File: src/hdl/ebfc_pkg.sv
// ----------------------------------------------------------------------------
// ebfc_pkg
// Shared types and constants for the display-data block fetch checker.
// ----------------------------------------------------------------------------
package ebfc_pkg;

  localparam int unsigned BLOCK_BYTES_DEFAULT = 128;

  localparam logic [6:0]  DEVICE_ADDRESS_RESET = 7'd80;
  localparam logic [15:0] RETRY_TICKS_RESET    = 16'd5000;
  localparam logic [7:0]  READ_OFFSET          = 8'h00;
  localparam logic [7:0]  SIGNATURE_BYTE       = 8'hFF;
  localparam logic [7:0]  SUM_GOOD             = 8'h00;

  localparam int unsigned CFG_INDEX_W = 2;
  localparam int unsigned CFG_DATA_W  = 16;

  typedef enum logic [CFG_INDEX_W-1:0] {
    CFG_ENABLE         = 2'd0,
    CFG_DEVICE_ADDRESS = 2'd1,
    CFG_RETRY_TICKS    = 2'd2,
    CFG_UNUSED         = 2'd3
  } cfg_index_t;

  typedef enum logic [1:0] {
    PH_START = 2'd0,
    PH_READ  = 2'd1,
    PH_CHECK = 2'd2,
    PH_WAIT  = 2'd3
  } phase_t;

  typedef struct packed {
    logic       cmd_space;
    logic       rx_ready;
    logic [7:0] rx_byte;
    logic       tick;
  } in_t;

  typedef struct packed {
    logic       set_target;
    logic [6:0] target_address;
    logic       cmd_push;
    logic       cmd_read;
    logic       cmd_stop;
    logic [7:0] cmd_data;
    logic       byte_taken;
    logic [6:0] byte_index;
    logic [7:0] byte_value;
    logic       block_valid;
    logic [1:0] phase;
  } out_t;

  typedef struct packed {
    logic        enable;
    logic [6:0]  device_address;
    logic [15:0] retry_ticks;
  } cfg_t;

endpackage

File: src/hdl/ebfc_core.sv
// ----------------------------------------------------------------------------
// ebfc_core
// Fetch loop state and the single-pass step logic that turns one poll step
// into one result and the next state.
// ----------------------------------------------------------------------------
module ebfc_core #(
  parameter int unsigned BLOCK_BYTES = ebfc_pkg::BLOCK_BYTES_DEFAULT
) (
  input  logic           clk,
  input  logic           rst,
  input  logic           step,
  input  ebfc_pkg::in_t  item,
  input  ebfc_pkg::cfg_t cfg,
  output ebfc_pkg::out_t result
);
  import ebfc_pkg::*;

  localparam int unsigned CW = $clog2(BLOCK_BYTES + 1);
  localparam logic [CW-1:0] LAST_COUNT = CW'(BLOCK_BYTES - 1);
  localparam logic [CW-1:0] FULL_COUNT = CW'(BLOCK_BYTES);
  localparam logic [CW-1:0] ONE_COUNT  = CW'(1);

  phase_t        phase_reg, phase_next;
  logic [CW-1:0] issued_count, issued_count_next;
  logic [CW-1:0] received_count, received_count_next;
  logic [7:0]    byte_sum, byte_sum_next;
  logic [7:0]    second_byte, second_byte_next;
  logic [15:0]   wait_count, wait_count_next;
  logic          valid_flag, valid_flag_next;

  always_comb begin
    phase_next = phase_reg;
    if (cfg.enable) begin
      unique case (phase_reg)
        PH_START: begin
          if (item.cmd_space) begin
            phase_next = PH_READ;
          end
        end
        PH_READ: begin
          if ((received_count >= FULL_COUNT) ||
              (item.rx_ready && (received_count == LAST_COUNT))) begin
            phase_next = PH_CHECK;
          end
        end
        PH_CHECK: phase_next = PH_WAIT;
        PH_WAIT: begin
          if (wait_count == 16'd0) begin
            phase_next = PH_START;
          end
        end
        default: phase_next = PH_START;
      endcase
    end
  end

  always_comb begin
    result              = '0;
    issued_count_next   = issued_count;
    received_count_next = received_count;
    byte_sum_next       = byte_sum;
    second_byte_next    = second_byte;
    wait_count_next     = wait_count;
    valid_flag_next     = valid_flag;
    if (cfg.enable) begin
      unique case (phase_reg)
        PH_START: begin
          result.set_target     = 1'b1;
          result.target_address = cfg.device_address;
          if (item.cmd_space) begin
            result.cmd_push     = 1'b1;
            result.cmd_stop     = 1'b1;
            result.cmd_data     = READ_OFFSET;
            issued_count_next   = '0;
            received_count_next = '0;
            byte_sum_next       = '0;
            second_byte_next    = '0;
          end
        end
        PH_READ: begin
          if (item.cmd_space && (issued_count < FULL_COUNT)) begin
            result.cmd_push   = 1'b1;
            result.cmd_read   = 1'b1;
            result.cmd_stop   = (issued_count == LAST_COUNT);
            issued_count_next = issued_count + ONE_COUNT;
          end
          if (item.rx_ready && (received_count < FULL_COUNT)) begin
            result.byte_taken   = 1'b1;
            result.byte_index   = 7'(received_count);
            result.byte_value   = item.rx_byte;
            byte_sum_next       = byte_sum + item.rx_byte;
            received_count_next = received_count + ONE_COUNT;
            if (received_count == ONE_COUNT) begin
              second_byte_next = item.rx_byte;
            end
          end
        end
        PH_CHECK: begin
          valid_flag_next = (byte_sum == SUM_GOOD) && (second_byte == SIGNATURE_BYTE);
          wait_count_next = cfg.retry_ticks;
        end
        PH_WAIT: begin
          if ((wait_count != 16'd0) && item.tick) begin
            wait_count_next = wait_count - 16'd1;
          end
        end
        default: begin
          valid_flag_next = valid_flag;
        end
      endcase
    end
    result.block_valid = valid_flag_next;
    result.phase       = phase_next;
  end

  always_ff @(posedge clk) begin
    if (rst) begin
      phase_reg      <= PH_START;
      issued_count   <= '0;
      received_count <= '0;
      byte_sum       <= '0;
      second_byte    <= '0;
      wait_count     <= '0;
      valid_flag     <= 1'b0;
    end else if (step) begin
      phase_reg      <= phase_next;
      issued_count   <= issued_count_next;
      received_count <= received_count_next;
      byte_sum       <= byte_sum_next;
      second_byte    <= second_byte_next;
      wait_count     <= wait_count_next;
      valid_flag     <= valid_flag_next;
    end
  end

  a_write_only_from_start: assert property (@(posedge clk) disable iff (rst)
    (result.cmd_push && !result.cmd_read) |-> (phase_reg == PH_START))
    else $error("write entry pushed outside the start phase");

  a_take_only_reading: assert property (@(posedge clk) disable iff (rst)
    result.byte_taken |-> (phase_reg == PH_READ && cfg.enable))
    else $error("byte taken outside the reading phase");

  a_check_to_wait: assert property (@(posedge clk) disable iff (rst)
    (step && cfg.enable && phase_reg == PH_CHECK) |=> (phase_reg == PH_WAIT))
    else $error("check step did not enter the waiting phase");

  a_counts_bounded: assert property (@(posedge clk) disable iff (rst)
    (received_count <= FULL_COUNT) && (issued_count <= FULL_COUNT))
    else $error("block counters ran past the block length");

  a_frozen_when_disabled: assert property (@(posedge clk) disable iff (rst)
    (step && !cfg.enable) |=> $stable(phase_reg) && $stable(valid_flag))
    else $error("state changed while disabled");

endmodule

File: src/hdl/edid_block_fetch_checker_unit.sv
// ----------------------------------------------------------------------------
// edid_block_fetch_checker_unit
// Polls an I2C master's FIFOs to fetch one display-data block, checks it, and
// repeats after a programmable number of timer ticks.
// ----------------------------------------------------------------------------
// Path: an accepted poll step waits in the input register, and combinational
// step logic between the two registers writes its result to the result register.
// Throughput: one poll step per cycle unless out_stall holds the output full.
// Reset: rst is synchronous; it empties both registers, returns to the start
// phase, clears the counters and the valid flag, and loads register defaults.
module edid_block_fetch_checker_unit #(
  parameter int unsigned BLOCK_BYTES = ebfc_pkg::BLOCK_BYTES_DEFAULT
) (
  input  logic                                clk,
  input  logic                                rst,
  input  logic                                in_valid,
  output logic                                in_stall,
  input  ebfc_pkg::in_t                       in_data,
  output logic                                out_valid,
  input  logic                                out_stall,
  output ebfc_pkg::out_t                      out_data,
  input  logic                                cfg_valid,
  output logic                                cfg_ready,
  input  logic [ebfc_pkg::CFG_INDEX_W-1:0]    cfg_index,
  input  logic [ebfc_pkg::CFG_DATA_W-1:0]     cfg_data
);
  import ebfc_pkg::*;

  cfg_t cfg;
  in_t  in_item;
  logic in_full;
  out_t out_item;
  logic out_full;
  out_t step_result;
  logic advance;

  assign cfg_ready = 1'b1;

  always_ff @(posedge clk) begin
    if (rst) begin
      cfg.enable         <= 1'b0;
      cfg.device_address <= DEVICE_ADDRESS_RESET;
      cfg.retry_ticks    <= RETRY_TICKS_RESET;
    end else if (cfg_valid && cfg_ready) begin
      unique case (cfg_index_t'(cfg_index))
        CFG_ENABLE:         cfg.enable         <= cfg_data[0];
        CFG_DEVICE_ADDRESS: cfg.device_address <= cfg_data[6:0];
        CFG_RETRY_TICKS:    cfg.retry_ticks    <= cfg_data;
        default:            cfg.enable         <= cfg.enable;
      endcase
    end
  end

  assign advance  = in_full && (!out_full || !out_stall);
  assign in_stall = in_full && !advance;

  always_ff @(posedge clk) begin
    if (rst) begin
      in_full <= 1'b0;
    end else if (in_valid && !in_stall) begin
      in_full <= 1'b1;
    end else if (advance) begin
      in_full <= 1'b0;
    end
  end

  always_ff @(posedge clk) begin
    if (in_valid && !in_stall) begin
      in_item <= in_data;
    end
  end

  ebfc_core #(
    .BLOCK_BYTES(BLOCK_BYTES)
  ) u_core (
    .clk   (clk),
    .rst   (rst),
    .step  (advance),
    .item  (in_item),
    .cfg   (cfg),
    .result(step_result)
  );

  always_ff @(posedge clk) begin
    if (rst) begin
      out_full <= 1'b0;
    end else if (advance) begin
      out_full <= 1'b1;
    end else if (!out_stall) begin
      out_full <= 1'b0;
    end
  end

  always_ff @(posedge clk) begin
    if (advance) begin
      out_item <= step_result;
    end
  end

  assign out_valid = out_full;
  assign out_data  = out_item;

endmodule
File: config.mk
export PLATFORM = sky130hd
export DESIGN_NAME = edid_block_fetch_checker_unit
export DESIGN_NICKNAME = d
export VERILOG_FILES = /design/src/hdl/ebfc_pkg.sv /design/src/hdl/ebfc_core.sv /design/src/hdl/edid_block_fetch_checker_unit.sv
export SDC_FILE = /design/constraint.sdc
export NUM_CORES = 1
export LEC_CHECK = 0
export BUFFER_PORTS_ARGS = -buffer_cell sky130_fd_sc_hd__buf_2
export CAP_MARGIN = 20
export CORE_ASPECT_RATIO = 0.9
export CORE_MARGIN = 1.5
export CORE_UTILIZATION = 50
export DETAILED_ROUTE_END_ITERATION = 16
export PLACE_DENSITY = 0.76
export SETUP_SLACK_MARGIN = 0.4
export SLEW_MARGIN = 30
export SYNTH_ARGS = -nofsm -noshare
export SYNTH_HDL_FRONTEND = slang
export SYNTH_SLANG_ARGS = --single-unit
File: constraint.sdc
create_clock -name clk -period 1.9 [get_ports clk]
set_clock_uncertainty 0.15 [all_clocks]
set_input_delay 0.19 -clock clk [delete_from_list [all_inputs] [get_ports clk]]
set_output_delay 0.19 -clock clk [all_outputs]
set_load 0.1 [all_outputs]
* Yosys cells after proc, flatten, opt, wreduce, memory -nomap -nowiden
Cells that the tools add are included.
** Word-level totals
- Logic and storage cells :: 111
- Bits in registers :: 126
- Bits of input ports :: 34
** Operators by class
- Magnitude comparators :: 3
- Mux-type cells :: 30
- Add/sub/neg operators :: 4
- Reduce and logical (&&, ||, !) cells :: 32
- Equal/unequal tests :: 15
** Operator list (count)
- 8-bit one-hot mux with 2 select lines :: 4
- 8-bit two-way mux :: 7
- 16-bit two-way mux :: 2
- 16-bit one-hot mux with 2 select lines :: 1
- 8-bit by 1-bit adder with 8-bit output (second input constant) :: 2
- 8-bit by 7-bit == test with 1-bit output (second input constant) :: 2
- 16-bit logical NOT :: 1
- 8-bit < comparator (second input constant) :: 2
- 16-bit nonzero test :: 1
- 16-bit by 1-bit subtractor with 16-bit output (second input constant) :: 1
- 2-bit by 1-bit inequality test with 1-bit output (second input constant) :: 5
- 2-bit AND reduction :: 5
- 5-bit AND reduction :: 2
- 9-bit two-way mux :: 1
- 8-bit adder :: 1
- 8-bit by 1-bit == test with 1-bit output (second input constant) :: 1
- 8-bit == test (second input constant) :: 1
- 8-bit greater-or-equal comparator (second input constant) :: 1
- 1-bit logical AND :: 8
- 8-bit logical NOT :: 1
- 2-bit two-way mux :: 4
- 2-bit one-hot mux with 4 select lines :: 1
- 1-bit two-way mux :: 7
- 2-bit == test (second input constant) :: 3
- 11 further kinds :: 20

* Logic depth before layout (Yosys ltp)
- Depth in word-level cells :: 8
- Gate-level depth with buffers :: 8

* Cells and area by module
Synthesis repeated with hierarchy kept, for this count alone.
** Unflattened totals
- Cells, all modules :: 581
- Area total of the unflattened synthesis :: 5805.6 µm²
** Modules (own cells, without submodules)
- ebfc_core :: instances 1, area an instance 3200.6 µm², cells each 417
- edid_block_fetch_checker_unit :: instances 1, area an instance 2605.0 µm², cells each 164

* Least setup slack after synthesis
Ideal clock, no wire load.
- Path type :: register to register
- Start point :: register out_full (netlist: out_valid)
- End point :: register in_item[0] in the netlist's numbering, enable pin
- Cell stages (with the launch flop) :: 3
- Arrival :: 2.300 ns
- Slack :: -0.904 ns
- Period minus slack after synthesis :: 2.804 ns
- Cells stage by stage :: dfxtp_1 and3_1 nor2b_1
** On the way
- Word-level cells in the longest chain between the ends :: 7
** RTL lines
- start: declaration :: RTL line edid_block_fetch_checker_unit.sv:33 : logic out_full;
- start signal: assignment :: RTL line edid_block_fetch_checker_unit.sv:86 : out_full <= 1'b0;
- start signal: assignment :: RTL line edid_block_fetch_checker_unit.sv:88 : out_full <= 1'b1;
- start signal: assignment :: RTL line edid_block_fetch_checker_unit.sv:90 : out_full <= 1'b0;
- 1-bit logical NOT :: RTL line edid_block_fetch_checker_unit.sv:54 : assign advance = in_full && (!out_full || !out_stall);
- 1-bit logical OR :: RTL line edid_block_fetch_checker_unit.sv:54
- 1-bit logical AND :: RTL line edid_block_fetch_checker_unit.sv:54
- 1-bit logical NOT :: RTL line edid_block_fetch_checker_unit.sv:55 : assign in_stall = in_full && !advance;
- 1-bit logical AND :: RTL line edid_block_fetch_checker_unit.sv:55
- via in_stall :: RTL line edid_block_fetch_checker_unit.sv:17 : output logic in_stall,
- 1-bit logical NOT :: RTL line edid_block_fetch_checker_unit.sv:68 : if (in_valid && !in_stall) begin
- 1-bit logical AND :: RTL line edid_block_fetch_checker_unit.sv:68
- end signal: assignment :: RTL line edid_block_fetch_checker_unit.sv:69 : in_item <= in_data;
- end: declaration :: RTL line edid_block_fetch_checker_unit.sv:30 : in_t in_item;
The timed path passes the listed nets, and every way through them passes these cells.
A chain may end at the register's enable or synchronous reset.

* Worst setup path after layout
- Start point :: register in_item[2] in the netlist's numbering
- End point :: register u_core.byte_sum[6]
** On the way
- Word-level cells in the longest chain between the ends :: 3
** RTL lines
- 8-bit adder :: RTL line ebfc_core.sv:91 : byte_sum_next = byte_sum + item.rx_byte;
- 8-bit two-way mux :: RTL line ebfc_core.sv:87 : if (item.rx_ready && (received_count < FULL_COUNT)) begin
- 8-bit one-hot mux with 2 select lines :: RTL line ebfc_core.sv:66 : unique case (phase_reg)
- end signal: assignment :: RTL line ebfc_core.sv:129 : byte_sum <= byte_sum_next;
- end: declaration :: RTL line ebfc_core.sv:26 : logic [7:0] byte_sum, byte_sum_next;
No other way between the ends. The select of a mux whose other input is x is not followed.

==> results.txt <==
Pwr Density: 793 nW/um^2
via/cell ratio: 6.44
sequential share of the synthesized area: 0.513
register area: 2820 sq um
Internal Power: 5.06 mW
DR WL/cell: 24.1 microns
clock latency on the worst-skew pair: 430 ps
crit path from: in_item[2]$_DFFE_PP_
layout cells sized above 1: 0.481
Largest register FFs: 30
violated checks: design-rule violations, negative setup slack
Cells after DPL: 765
Core ar.: 10400 sq um
TritonCTS Buffers: 17
Setup Crit Path Kind: flip-flop to flip-flop
synthesis-to-finish area growth: 59.2%
post-route ant nets: 0
Min-Delay Path Class: input pin to flip-flop
Sw Share: 0.258
DPL Wire Length: 8670 microns
Fillers: 486
Die Height: 102 microns
Worst R2R Start: in_item[2]$_DFFE_PP_
Port-buffer cells: 65
crit path to: u_core.byte_sum[6]$_SDFFE_PP0P_
vias in the first global route: 5287
max cap viols: 0
VDD IR max: 1.05 mV
DRC violation count after routing: 4
CTS root buf: clkbuf_16
global-route wire length before repair: 27300 microns
gp weighted congestion: 0.903
die area: 11400 sq um
final worst setup slack: -323 ps
CTS tree: yes
final setup vio count: 22
total global-route track usage: 0.313
Clk network pwr share: 0.496
NetSw: 1.76 mW
Initial Utilization: 0.520
# diodes: 0
Synth Flop Type: dfxtp_1
row count: 35
most used cells in the layout excluding fill and tap cells: 78 x buf_4, 70 x nand2_1, 53 x dfxtp_1
GRT overflow: 0
FMAX: 0.450 GHz
Slew HR: 0.481
Final Hold Vio Count: 0
Mapped Cells: 563
Nets: 790
Crit Path Max Fanout: 3
status: complete, but fails checks
reg-to-reg slack, setup: -320 ps
Max clock buf depth: 2
Die W: 113 microns
total clock sinks: 118
Tcrit/Tclk final: 1.17
Initial DRT Pass Iterations: 12
Lkg Pwr: 3.49 nW
initial antenna violation count: 0
Multi-input gate area: 3230 sq um
H-tree depth: 4
WHS: 63.4 ps
Synth async-reset ratio: 0
CP arrival: 2390 ps
commonest non-fill, non-tap cell in the layout: buf_4
# IOs: 75
number of DRC markers in iteration 0: 708
Power Total: 6.82 mW
Critical Path Source Type: flip-flop
RSZ-0062 raised after global routing: true
combinational fraction of design power: 0.107
Reg power frac: 0.398
largest net degree at the start of global routing: 47
CP required: 2060 ps
FF-to-FF path depth: 7
Routed WL: 21300 microns
Post-synth EDFFs: 41
Avg Inst Size Synth: 9.59 sq um
Reg2Reg Capture Point: u_core.byte_sum[6]$_SDFFE_PP0P_
post-synthesis cell type count: 68
YS warnings: 0
Worst Max-Slew Pin Slew: 776 ps
Vias: 5693
Post-Syn Area: 5400 sq um
minimum clock period: 2220 ps
Synth Register Bits: 118
Max Slew Vio Count: 0
Finished Layout Cells: 884
Worst-path clk slew: 60 ps
CP Capture Type: flip-flop
[layout make-up]
cell class | instances | area share
multi-input combinational | 404 | 0.376
inverter | 11 | 0.00480
clock buffer | 19 | 0.0504
tap | 129 | 0.0188
clock inverter | 13 | 0.0188
timing repair buffer | 190 | 0.203
sequential | 118 | 0.328
[per-layer routing]
layer  GRT usage  vias up  part of all wire
li1            -     2335                 -
met1       0.363     2685              0.36
met2       0.532      493              0.46
met3      0.0784      180             0.098
met4       0.188        0             0.075
met5           0        -                 0
[stage by stage]
| stage | cell area [sq um] | worst slack (ps) | setup TNS [ps] | utilization |
|---|---|---|---|---|
| 6_report | 8600 | -323 | -1570 | 0.828 |
| 5_1_grt | 8600 | -325 | -2130 | 0.828 |
| 4_1_cts | 8010 | -93.7 | -159 | 0.772 |
| 3_5_place_dp | 6150 | -114 | -171 | 0.593 |
| 3_3_place_gp | 6150 | -70.1 | -82.5 | 0.593 |
| 2_1_floorplan | 5610 | -69.8 | -69.8 | - |
[power groups by stage]
stage	sequential [mW]	clock [mW]	combinational [mW]
detailed placement	2.76	0	0.541
CTS	2.71	3.28	0.644
finish	2.71	3.38	0.728
global placement	2.76	0	0.532
global route	2.71	3.48	0.749
floorplan	2.95	0	0.234
[worst min-delay path by stage]
stage | start | end | slack (ps) | depth (start not counted)
2_1_floorplan | in_data[0] | in_item[0]$_DFFE_PP_ | 140 | 0
3_3_place_gp | in_data[6] | in_item[6]$_DFFE_PP_ | 220 | 1
3_5_place_dp | in_data[1] | in_item[1]$_DFFE_PP_ | 220 | 1
4_1_cts | cfg_index[1] | cfg[23]$_SDFFE_PP0P_ | 40 | 4
5_1_grt | cfg_index[0] | cfg[23]$_SDFFE_PP0P_ | 90 | 4
6_report | cfg_index[0] | cfg[23]$_SDFFE_PP0P_ | 60 | 4
[cell families after synthesis]
logic type,count (synthesis),synth area share
compound gates,122,0.147
simple gates,237,0.218
flops,118,0.513
xor+xnor,15,0.0243
fa+ha+maj,14,0.0338
other cells,2,0.00139
buf+inv,48,0.0493
mux,7,0.0130
[timing repair]
action	CTS	global route
cloned	5	1
endpoints found under the setup margin	106	96
buffers inserted	30	22
hold endpoints to repair	37	0
pin swaps	59	53
resized for setup	182	96
hold buffers	29	0
[synthesized netlist by cell type (7+ instances only)]
library cell,instances,share of area
a21oi_1,40,0.037
nand3b_1,8,0.011
o31ai_1,7,0.0097
and2_1,17,0.020
clkbuf_1,16,0.011
edfxtp_1,41,0.23
o21ai_0,21,0.019
nand3_1,11,0.010
a22oi_1,14,0.019
nor3_1,11,0.010
nand2_1,86,0.060
xnor2_1,13,0.021
buf_4,9,0.013
nor2_1,59,0.041
inv_1,11,0.0076
and3_1,11,0.013
ha_1,13,0.030
dfxtp_1,77,0.29
mux2i_1,7,0.013
[worst max-delay path, stage by stage (launching register included)]
cell	delay, ps
edfxtp_1	420
buf_4	180
fa_2	410
a21o_1	180
a21oi_2	190
o21ai_2	110
xnor2_1	170
o31ai_1	300
(Power assumes the default switching activity.)
